## src/design/lcdmls_pkg.sv

```systemverilog
// Shared types and timing constants for the LCD mode and line sequencer.
package lcdmls_pkg;

    // Display modes, encoded as the status register shows them.
    typedef enum logic [1:0] {
        MODE_HBLANK   = 2'd0,
        MODE_VBLANK   = 2'd1,
        MODE_OAM      = 2'd2,
        MODE_TRANSFER = 2'd3
    } mode_t;

    // Mode lengths in machine cycles.
    localparam logic [15:0] LEN_HBLANK      = 16'd204;
    localparam logic [15:0] LEN_VBLANK_LINE = 16'd456;
    localparam logic [15:0] LEN_OAM         = 16'd80;
    localparam logic [15:0] LEN_TRANSFER    = 16'd172;

    // Line numbers.
    localparam logic [7:0] FIRST_VBLANK_LINE = 8'd144;
    localparam logic [7:0] LAST_VBLANK_LINE  = 8'd153;
    localparam logic [7:0] RESET_LINE        = 8'h91;

    // Configuration register indexes.
    localparam logic [7:0] CFG_COMPARE_LINE       = 8'd0;
    localparam logic [7:0] CFG_HBLANK_IRQ_ENABLE  = 8'd1;
    localparam logic [7:0] CFG_OAM_IRQ_ENABLE     = 8'd2;
    localparam logic [7:0] CFG_COMPARE_IRQ_ENABLE = 8'd3;

endpackage

```

## src/design/lcd_mode_line_sequencer.sv

```systemverilog
// LCD mode and line sequencer: steps display modes and lines from elapsed cycle counts.
// A request accepted at one clock edge shows its result on the m_ channel right
// after that edge. Throughput: one request per cycle unless the result channel stalls; the
// mode, line and accumulator registers update in the accept cycle through one add, one
// compare and one subtract. Reset (aresetn low, synchronous) empties the result
// register, clears all configuration, and puts the sequencer in vertical blank, line 145.
module lcd_mode_line_sequencer
    import lcdmls_pkg::*;
(
    input  logic       aclk,
    input  logic       aresetn,

    // Configuration write channel.
    input  logic       cfg_valid,
    output logic       cfg_ready,
    input  logic [7:0] cfg_index,
    input  logic [7:0] cfg_data,

    // Input request channel.
    input  logic       s_valid,
    output logic       s_ready,
    input  logic [7:0] s_cycles_added,

    // Result channel.
    output logic       m_valid,
    input  logic       m_ready,
    output logic [1:0] m_mode,
    output logic [7:0] m_line,
    output logic       m_render_strobe,
    output logic [7:0] m_render_row,
    output logic       m_status_irq,
    output logic       m_vblank_irq,
    output logic       m_compare_match
);

    // Configuration registers.
    logic [7:0]  compare_line_reg;
    logic        hblank_irq_enable_reg;
    logic        oam_irq_enable_reg;
    logic        compare_irq_enable_reg;

    // Sequencer state.
    logic [15:0] acc_reg, acc_next;
    mode_t       mode_reg, mode_next;
    logic [7:0]  line_reg, line_next;
    logic        match_reg, match_next;

    // Result register.
    logic        m_valid_reg;
    logic        strobe_reg, strobe_next;
    logic [7:0]  row_reg, row_next;
    logic        stat_reg, stat_next;
    logic        vbl_reg, vbl_next;

    logic        in_accept;
    logic [16:0] sum_wide;
    logic [15:0] acc_sat;
    logic [7:0]  line_inc;

    // Configuration writes are always taken; the user must send them only while idle (not enforced here).
    assign cfg_ready = 1'b1;

    always_ff @(posedge aclk) begin
        if (!aresetn) begin
            compare_line_reg       <= '0;
            hblank_irq_enable_reg  <= 1'b0;
            oam_irq_enable_reg     <= 1'b0;
            compare_irq_enable_reg <= 1'b0;
        end else if (cfg_valid && cfg_ready) begin
            case (cfg_index)
                CFG_COMPARE_LINE:       compare_line_reg       <= cfg_data;
                CFG_HBLANK_IRQ_ENABLE:  hblank_irq_enable_reg  <= cfg_data[0];
                CFG_OAM_IRQ_ENABLE:     oam_irq_enable_reg     <= cfg_data[0];
                CFG_COMPARE_IRQ_ENABLE: compare_irq_enable_reg <= cfg_data[0];
                default: begin
                end
            endcase
        end
    end

    // A new request is taken whenever the result register is empty or is being
    // drained in this same cycle, so requests flow at one per clock.
    assign s_ready   = !m_valid_reg || m_ready;
    assign in_accept = s_valid && s_ready;

    // Saturating accumulate of the elapsed cycles.
    assign sum_wide = {1'b0, acc_reg} + {9'd0, s_cycles_added};
    assign acc_sat  = sum_wide[16] ? 16'hFFFF : sum_wide[15:0];
    assign line_inc = line_reg + 8'd1;

    // At most one mode transition per request. When the current mode's length
    // has elapsed, that length is taken off the accumulator and the mode moves on.
    always_comb begin
        acc_next    = acc_sat;
        mode_next   = mode_reg;
        line_next   = line_reg;
        match_next  = match_reg;
        strobe_next = 1'b0;
        row_next    = '0;
        stat_next   = 1'b0;
        vbl_next    = 1'b0;
        case (mode_reg)
            MODE_HBLANK: begin
                // End of a visible line: hand the row to the renderer.
                if (acc_sat >= LEN_HBLANK) begin
                    acc_next    = acc_sat - LEN_HBLANK;
                    strobe_next = 1'b1;
                    row_next    = line_reg;
                    line_next   = line_inc;
                    stat_next   = hblank_irq_enable_reg;
                    mode_next   = (line_inc == FIRST_VBLANK_LINE) ? MODE_VBLANK : MODE_OAM;
                end
            end
            MODE_VBLANK: begin
                if (acc_sat >= LEN_VBLANK_LINE) begin
                    acc_next = acc_sat - LEN_VBLANK_LINE;
                    // The frame is ready once the first blank line has run.
                    vbl_next = (line_reg == FIRST_VBLANK_LINE);
                    if (line_reg == LAST_VBLANK_LINE) begin
                        line_next = '0;
                        mode_next = MODE_OAM;
                    end else begin
                        line_next = line_inc;
                    end
                end
            end
            MODE_OAM: begin
                // The line compare flag is refreshed only at the end of OAM scan.
                if (acc_sat >= LEN_OAM) begin
                    acc_next   = acc_sat - LEN_OAM;
                    mode_next  = MODE_TRANSFER;
                    match_next = (line_reg == compare_line_reg);
                    stat_next  = oam_irq_enable_reg
                              || (compare_irq_enable_reg && (line_reg == compare_line_reg));
                end
            end
            MODE_TRANSFER: begin
                if (acc_sat >= LEN_TRANSFER) begin
                    acc_next  = acc_sat - LEN_TRANSFER;
                    mode_next = MODE_HBLANK;
                end
            end
            default: begin
                acc_next = acc_sat;
            end
        endcase
    end

    // State registers advance once per accepted request.
    always_ff @(posedge aclk) begin
        if (!aresetn) begin
            acc_reg   <= '0;
            mode_reg  <= MODE_VBLANK;
            line_reg  <= RESET_LINE;
            match_reg <= 1'b0;
        end else if (in_accept) begin
            acc_reg   <= acc_next;
            mode_reg  <= mode_next;
            line_reg  <= line_next;
            match_reg <= match_next;
        end
    end

    // Result register valid flag.
    always_ff @(posedge aclk) begin
        if (!aresetn) begin
            m_valid_reg <= 1'b0;
        end else if (in_accept) begin
            m_valid_reg <= 1'b1;
        end else if (m_ready) begin
            m_valid_reg <= 1'b0;
        end
    end

    // Result payload; the strobes are part of the result, not free-running.
    always_ff @(posedge aclk) begin
        if (in_accept) begin
            strobe_reg <= strobe_next;
            row_reg    <= row_next;
            stat_reg   <= stat_next;
            vbl_reg    <= vbl_next;
        end
    end

    // Mode, line and match flag are shown straight from the state registers,
    // which hold the values after the last accepted request.
    assign m_valid         = m_valid_reg;
    assign m_mode          = mode_reg;
    assign m_line          = line_reg;
    assign m_render_strobe = strobe_reg;
    assign m_render_row    = row_reg;
    assign m_status_irq    = stat_reg;
    assign m_vblank_irq    = vbl_reg;
    assign m_compare_match = match_reg;

endmodule

```

## config.mk

```make
export PLATFORM = sky130hd
export DESIGN_NAME = lcd_mode_line_sequencer
export DESIGN_NICKNAME = d
export VERILOG_FILES = /design/src/design/lcdmls_pkg.sv /design/src/design/lcd_mode_line_sequencer.sv
export SDC_FILE = /design/constraint.sdc
export NUM_CORES = 1
export LEC_CHECK = 0
export ABC_AREA = 0
export BUFFER_PORTS_ARGS = -buffer_cell sky130_fd_sc_hd__buf_4
export CAP_MARGIN = 25
export CORE_MARGIN = 3
export CORE_UTILIZATION = 54
export CTS_CLUSTER_SIZE = 10
export DETAILED_ROUTE_END_ITERATION = 10
export PLACE_DENSITY = 0.77
export SLEW_MARGIN = 20
export SYNTH_ARGS = -nofsm -noshare
export SYNTH_HDL_FRONTEND = slang
export SYNTH_SLANG_ARGS = --single-unit
```

## constraint.sdc

```tcl
create_clock -name aclk -period 4.5 [get_ports aclk]
set_clock_uncertainty 0.05 [all_clocks]
set_input_delay 0 -clock aclk [delete_from_list [all_inputs] [get_ports aclk]]
set_output_delay 0 -clock aclk [all_outputs]
set_load 0.05 [all_outputs]
```

After elaboration in Yosys (flattened, before gate mapping)
Index checks and enable logic that the tools add are counted.
Operators by class
  add/sub/neg operators: 6
  multipliers: 0
  div/mod/pow operators: 0
  magnitude comparators: 4
  equality and inequality tests: 15
  shift operators: 0
  mux-type cells: 23
  bitwise logic cells: 0
  reductions and logical operators: 18
Operators with widths (number)
  $mux 16: 5
  $pmux 16 s4: 1
  $ge 16x8->1 const B: 2
  $sub 16x8->16 const B: 2
  $eq 8x8->1 const B: 3
  $mux 8: 3
  $add 16x8->17: 1
  $eq 8x2->1 const B: 2
  $ge 16x7->1 const B: 1
  $ge 16x9->1 const B: 1
  $pmux 8 s2: 1
  $sub 16x7->16 const B: 1
  $sub 16x9->16 const B: 1
  $mux 2: 6
  $reduce_and 2->1: 6
  $ne 2x2->1 const B: 5
  $add 8x1->8 const B: 1
  $eq 8x1->1 const B: 1
  $eq 8x8->1: 1
  $logic_not 8->1: 1
  $pmux 2 s4: 1
  $reduce_and 6->1: 1
  $mux 1: 5
  $eq 2x2->1 const B: 2
  other kinds (9): 12
Word-level totals
  flip-flop bits (word level): 50
  bits in latches: 0
  RAM bits: 0
  bits in read-only memories: 0
  input port bits: 29
  output and inout bits: 25
  word-level logic and storage cells: 79
  memories kept: 0

Logic depth before layout (Yosys ltp)
  word-level depth: 5
  depth in mapped cells: 20
  mapped depth without buffers: 17

Worst setup path before layout
OpenSTA, ideal clock, no wires.
  path kind: flip-flop to flip-flop
  start: register acc_reg[0]
  end: register acc_reg[4]
  setup time: 0.120 ns
  data arrival time: 4.400 ns
  data required time: 4.330 ns
  setup slack: -0.070 ns
  cell stages (with the launch flop): 17
  period minus slack after synthesis: 4.570 ns
  cells stage by stage: dfxtp_1 ha_1 fa_1 a211o_1 a211oi_4 nor3_2 buf_6 clkbuf_1 nor2_1 ha_1 inv_1 a2111oi_0 o41ai_4 o31ai_1 o21ai_0 a211oi_1 nor2_1
Between the ends
  longest elaborated chain between the ends: 5
  elaborated cells on any way between the ends: 15
  those cells by class: add/sub: 5; order compare: 4; mux: 6
Ends and longest elaborated chain
  from (decl): line lcd_mode_line_sequencer.sv:43  | logic [15:0] acc_reg, acc_next;
  from (signal assigned): line lcd_mode_line_sequencer.sv:157  | acc_reg <= acc_next;
  $add 16x8->17 *: line lcd_mode_line_sequencer.sv:87  | assign sum_wide = {1'b0, acc_reg} + {9'd0, s_cycles_added};
  $mux 16 *: line lcd_mode_line_sequencer.sv:88  | assign acc_sat = sum_wide[16] ? 16'hFFFF : sum_wide[15:0];
  $sub 16x8->16 (tied with other cells): line lcd_mode_line_sequencer.sv:139  | acc_next = acc_sat - LEN_TRANSFER;
  $mux 16 (on tied branches)
  $pmux 16 s4 *: line lcd_mode_line_sequencer.sv:102  | case (mode_reg)
Every way passes the cells marked *; elsewhere a longest branch is shown, timed or not.
A chain may end at the register's enable or synchronous reset.

Final worst setup path
  start: register acc_reg[0]
  end: register acc_reg[8]
Same word-level chain as after synthesis.

==> metrics.md <==
| Metric | Value |
|---|---|
| Ratio of cells with drive above 1 in the final layout | 18.1% |
| DR vias | 5242 |
| Remaining routing DRC violations | 0 |
| Cell total after placement | 772 |
| Avg Inst Size Synth | 7.76 um^2 |
| Initial antenna violation count | 0 |
| Clock transition at path regs | 0.11 ns |
| Detailed-placement wirelength estimate | 11800 um |
| CP Max Fanout | 7 |
| Primary FF master, synth | sky130_fd_sc_hd__dfxtp_1 |
| Outcome | finished, final reports clean |
| Area inside the core boundary | 0.00842 mm^2 |
| Maximum resistive drop on vdd | 0.326 mV |
| Top-level I/O count | 54 |
| Final slew viol count | 0 |
| Relative slew slack | 33.3% |
| Max FFs per register | 16 |
| Y dimension of the die | 100 um |
| Source-to-sink clock delay at the later pin of the worst-skew pair | 0.32 ns |
| Cell area power density | 724 mW/mm^2 |
| Final setup TNS | 0 ns |
| Post-CTS repair timing setup buffer count | 0 |
| Share of async-settable or async-resettable flops after synthesis | 0% |
| Global-route wire length before repair | 24900 um |
| Yosys warning total | 0 |
| Max Cap Viol | 0 |
| Synthesized netlist net count | 671 |
| Final hold vios | 0 |
| Synth unique cells | 80 |
| Slew at the pin closest to its max-slew limit | 0.994 ns |
| Initial core utilization | 56.9% |
| Number of port buffers | 52 |
| Non-filler instance count after layout | 790 |
| Portion of the post-synthesis area used by sequential elements | 23.2% |
| Ratio of final minimum period to clock period | 96.9% |
| Number of synthesized register bits | 50 |
| Layout filler cell count | 732 |
| TritonRoute pass-1 iters | 7 |
| TritonCTS Buffers | 5 |
| Antenna violation net count after detailed routing | 0 |
| Vias in the first global route | 4854 |
| Die boundary width | 100 um |
| CP Data Arrival Time | 4.54 ns |
| Setup crit end kind | register |
| Clock tree from TritonCTS | done |
| Clock root buffer master | sky130_fd_sc_hd__clkbuf_8 |
| Critical path data required time | 4.68 ns |
| Total track usage | 30.8% |
| Post-route minimum period | 4.36 ns |
| Overall routed net length | 15800 um |
| Kind of launch point of the worst setup path | register |
| Leakage power of the design | 0.00223 uW |
| Post-Syn Area | 0.00480 mm^2 |
| GP Congestion | 1.02 |
| Startpoint-to-endpoint class of the critical path | register to register |
| Number of clock sinks | 50 |
| Total chip power | 4100 uW |
| Setup violation total in the final timing report | 0 |
| Post-Synthesis Cells | 618 |
| Die area | 0.0100 mm^2 |
| Overall overflow remaining after global route | 0 |
| Maximum number of pins on one net before global-route repair | 48 |
| H-tree Lvls | 2 |
| Hold WC Path Type | input pin to register |
| Final layout net count | 737 |
| Signed area change from the synthesized netlist to the final layout | 17.9% |
| Row count | 33 |
| Count of flip-flops with a built-in enable after synthesis | 11 |
| Achievable Freq | 229 MHz |
| Vias per cell | 6.64 |
| Antenna diode count | 0 |
| Average wire length per cell after detail routing | 20.0 um |
| Maximum number of buffers from clock root to sink | 2 |
| Drt initial violations | 403 |
==> cells by family after synthesis <==
kind of cell             synth area share [%]
AO/OA/AOI/OAI                            27.4
XOR/XNOR                                 6.76
adder cells (fa/ha/maj)                  6.42
buffers and inverters                    5.11
flip-flops                               23.2
multiplexers                             3.76
other                                  0.0782
AND/OR/NAND/NOR                          27.3
==> layout by cell type (no fill, tap or decap), types with 5 or more instances in the layout <==
cell,count
sky130_fd_sc_hd__a211o_1,5
sky130_fd_sc_hd__a211oi_1,8
sky130_fd_sc_hd__a21boi_0,7
sky130_fd_sc_hd__a21oi_1,30
sky130_fd_sc_hd__a31oi_1,7
sky130_fd_sc_hd__and3_1,16
sky130_fd_sc_hd__buf_4,86
sky130_fd_sc_hd__clkbuf_8,5
sky130_fd_sc_hd__dfxtp_1,39
sky130_fd_sc_hd__dlygate4sd3_1,10
sky130_fd_sc_hd__edfxtp_1,11
sky130_fd_sc_hd__ha_1,23
sky130_fd_sc_hd__inv_1,18
sky130_fd_sc_hd__mux2i_1,18
sky130_fd_sc_hd__nand2_1,58
sky130_fd_sc_hd__nand2b_1,8
sky130_fd_sc_hd__nand3_1,25
sky130_fd_sc_hd__nand4_1,10
sky130_fd_sc_hd__nor2_1,46
sky130_fd_sc_hd__nor2b_1,14
sky130_fd_sc_hd__nor3_1,16
sky130_fd_sc_hd__nor3b_1,6
sky130_fd_sc_hd__nor4_1,7
sky130_fd_sc_hd__o21a_1,5
sky130_fd_sc_hd__o21ai_0,45
sky130_fd_sc_hd__o21ai_1,5
sky130_fd_sc_hd__o221ai_1,7
sky130_fd_sc_hd__or3_1,8
sky130_fd_sc_hd__xnor2_1,32
sky130_fd_sc_hd__xor2_1,5
==> stage by stage <==
stage / setup slack (ns) / instance area (um^2) / hold WS [ns] / util [%]
floorplan: 0.0549 / 4800 / 0.0889 / -
CTS: 0.107 / 5610 / 0.0210 / 66.6
finish: 0.139 / 5650 / 0.0210 / 67.1
global route: -0.0374 / 5650 / 0.0525 / 67.1
detailed placement: -0.0496 / 5410 / 0.218 / 64.2
global placement: 0.187 / 5400 / 0.205 / 64.1
==> worst max-delay path, cell delays in order (launching register included) <==
cell,delay (ns)
sky130_fd_sc_hd__dfxtp_1,0.33
sky130_fd_sc_hd__ha_1,0.20
sky130_fd_sc_hd__fa_1,0.46
sky130_fd_sc_hd__a211o_1,0.34
sky130_fd_sc_hd__a2111oi_1,0.60
sky130_fd_sc_hd__nor4_1,0.20
sky130_fd_sc_hd__clkdlybuf4s15_2,0.30
sky130_fd_sc_hd__nor4_4,0.36
sky130_fd_sc_hd__nand4_1,0.26
sky130_fd_sc_hd__buf_4,0.23
sky130_fd_sc_hd__o21ai_0,0.20
sky130_fd_sc_hd__mux2i_1,0.10
sky130_fd_sc_hd__o21ai_0,0.21
sky130_fd_sc_hd__o2111ai_1,0.17
sky130_fd_sc_hd__and3_1,0.23
==> per-layer routing <==
metal	part of all wire (%)	vias to the layer above	GRT usage, %
met5	0	-	0
met4	3.0	0	11.3
met3	7.8	41	5.49
met2	46	256	47.8
met1	43	2488	42.7
li1	-	2457	-
==> cell usage after synthesis (all sizes together) (10+ instances only) <==
library cell	count	area share (%)
a21oi	30	3.1
inv	18	1.4
a211oi	10	1.8
mux2i	18	3.8
dfxtp	39	16
nor2b	14	1.8
xnor2	32	5.8
nand3	25	2.6
nor2	47	3.7
edfxtp	11	6.9
nor3	19	2.3
nand4	10	1.3
buf	15	1.8
o21ai	50	5.2
clkbuf	23	1.8
nor4	10	1.6
and3	17	2.2
nand2	59	4.6
ha	23	6.0
==> cell type report <==
cell class	instances	area (um^2)	area share, %
Multi-Input combinational cell	511	3490	61.7
Timing Repair Buffer	97	757	13.4
Clock inverter	3	28.8	0.509
Tap cell	105	131	2.32
Clock buffer	5	68.8	1.22
Sequential cell	50	1110	19.7
Inverter	19	71.3	1.26
==> where the power goes <==
group / leakage (uW) / internal, uW / switching (uW)
Sequential: 0.000430 / 527 / 115
Combinational: 0.00175 / 1280 / 1880
Clock: 0.0000502 / 116 / 181
==> worst paths after layout <==
path              cells past startpoint                                  to  slack [ns]                         start
hold reg to reg                       2        m_compare_match$_SDFFE_PN0P_        0.45  m_compare_match$_SDFFE_PN0P_
setup reg to reg                     14             acc_reg[8]$_SDFFE_PN0P_        0.14       acc_reg[0]$_SDFFE_PN0P_
hold / removal                        4  hblank_irq_enable_reg$_SDFFE_PN0P_        0.02                  cfg_index[1]
setup / recovery                     14             acc_reg[8]$_SDFFE_PN0P_        0.14       acc_reg[0]$_SDFFE_PN0P_
==> repair_timing <==
item                                    CTS  global route
pin swaps                                 0             2
gates resized for setup                   2             9
hold endpoints to repair                 12             0
endpoints found under the setup margin   10            20
hold buffers                             10             0
(Power assumes the default switching activity.)
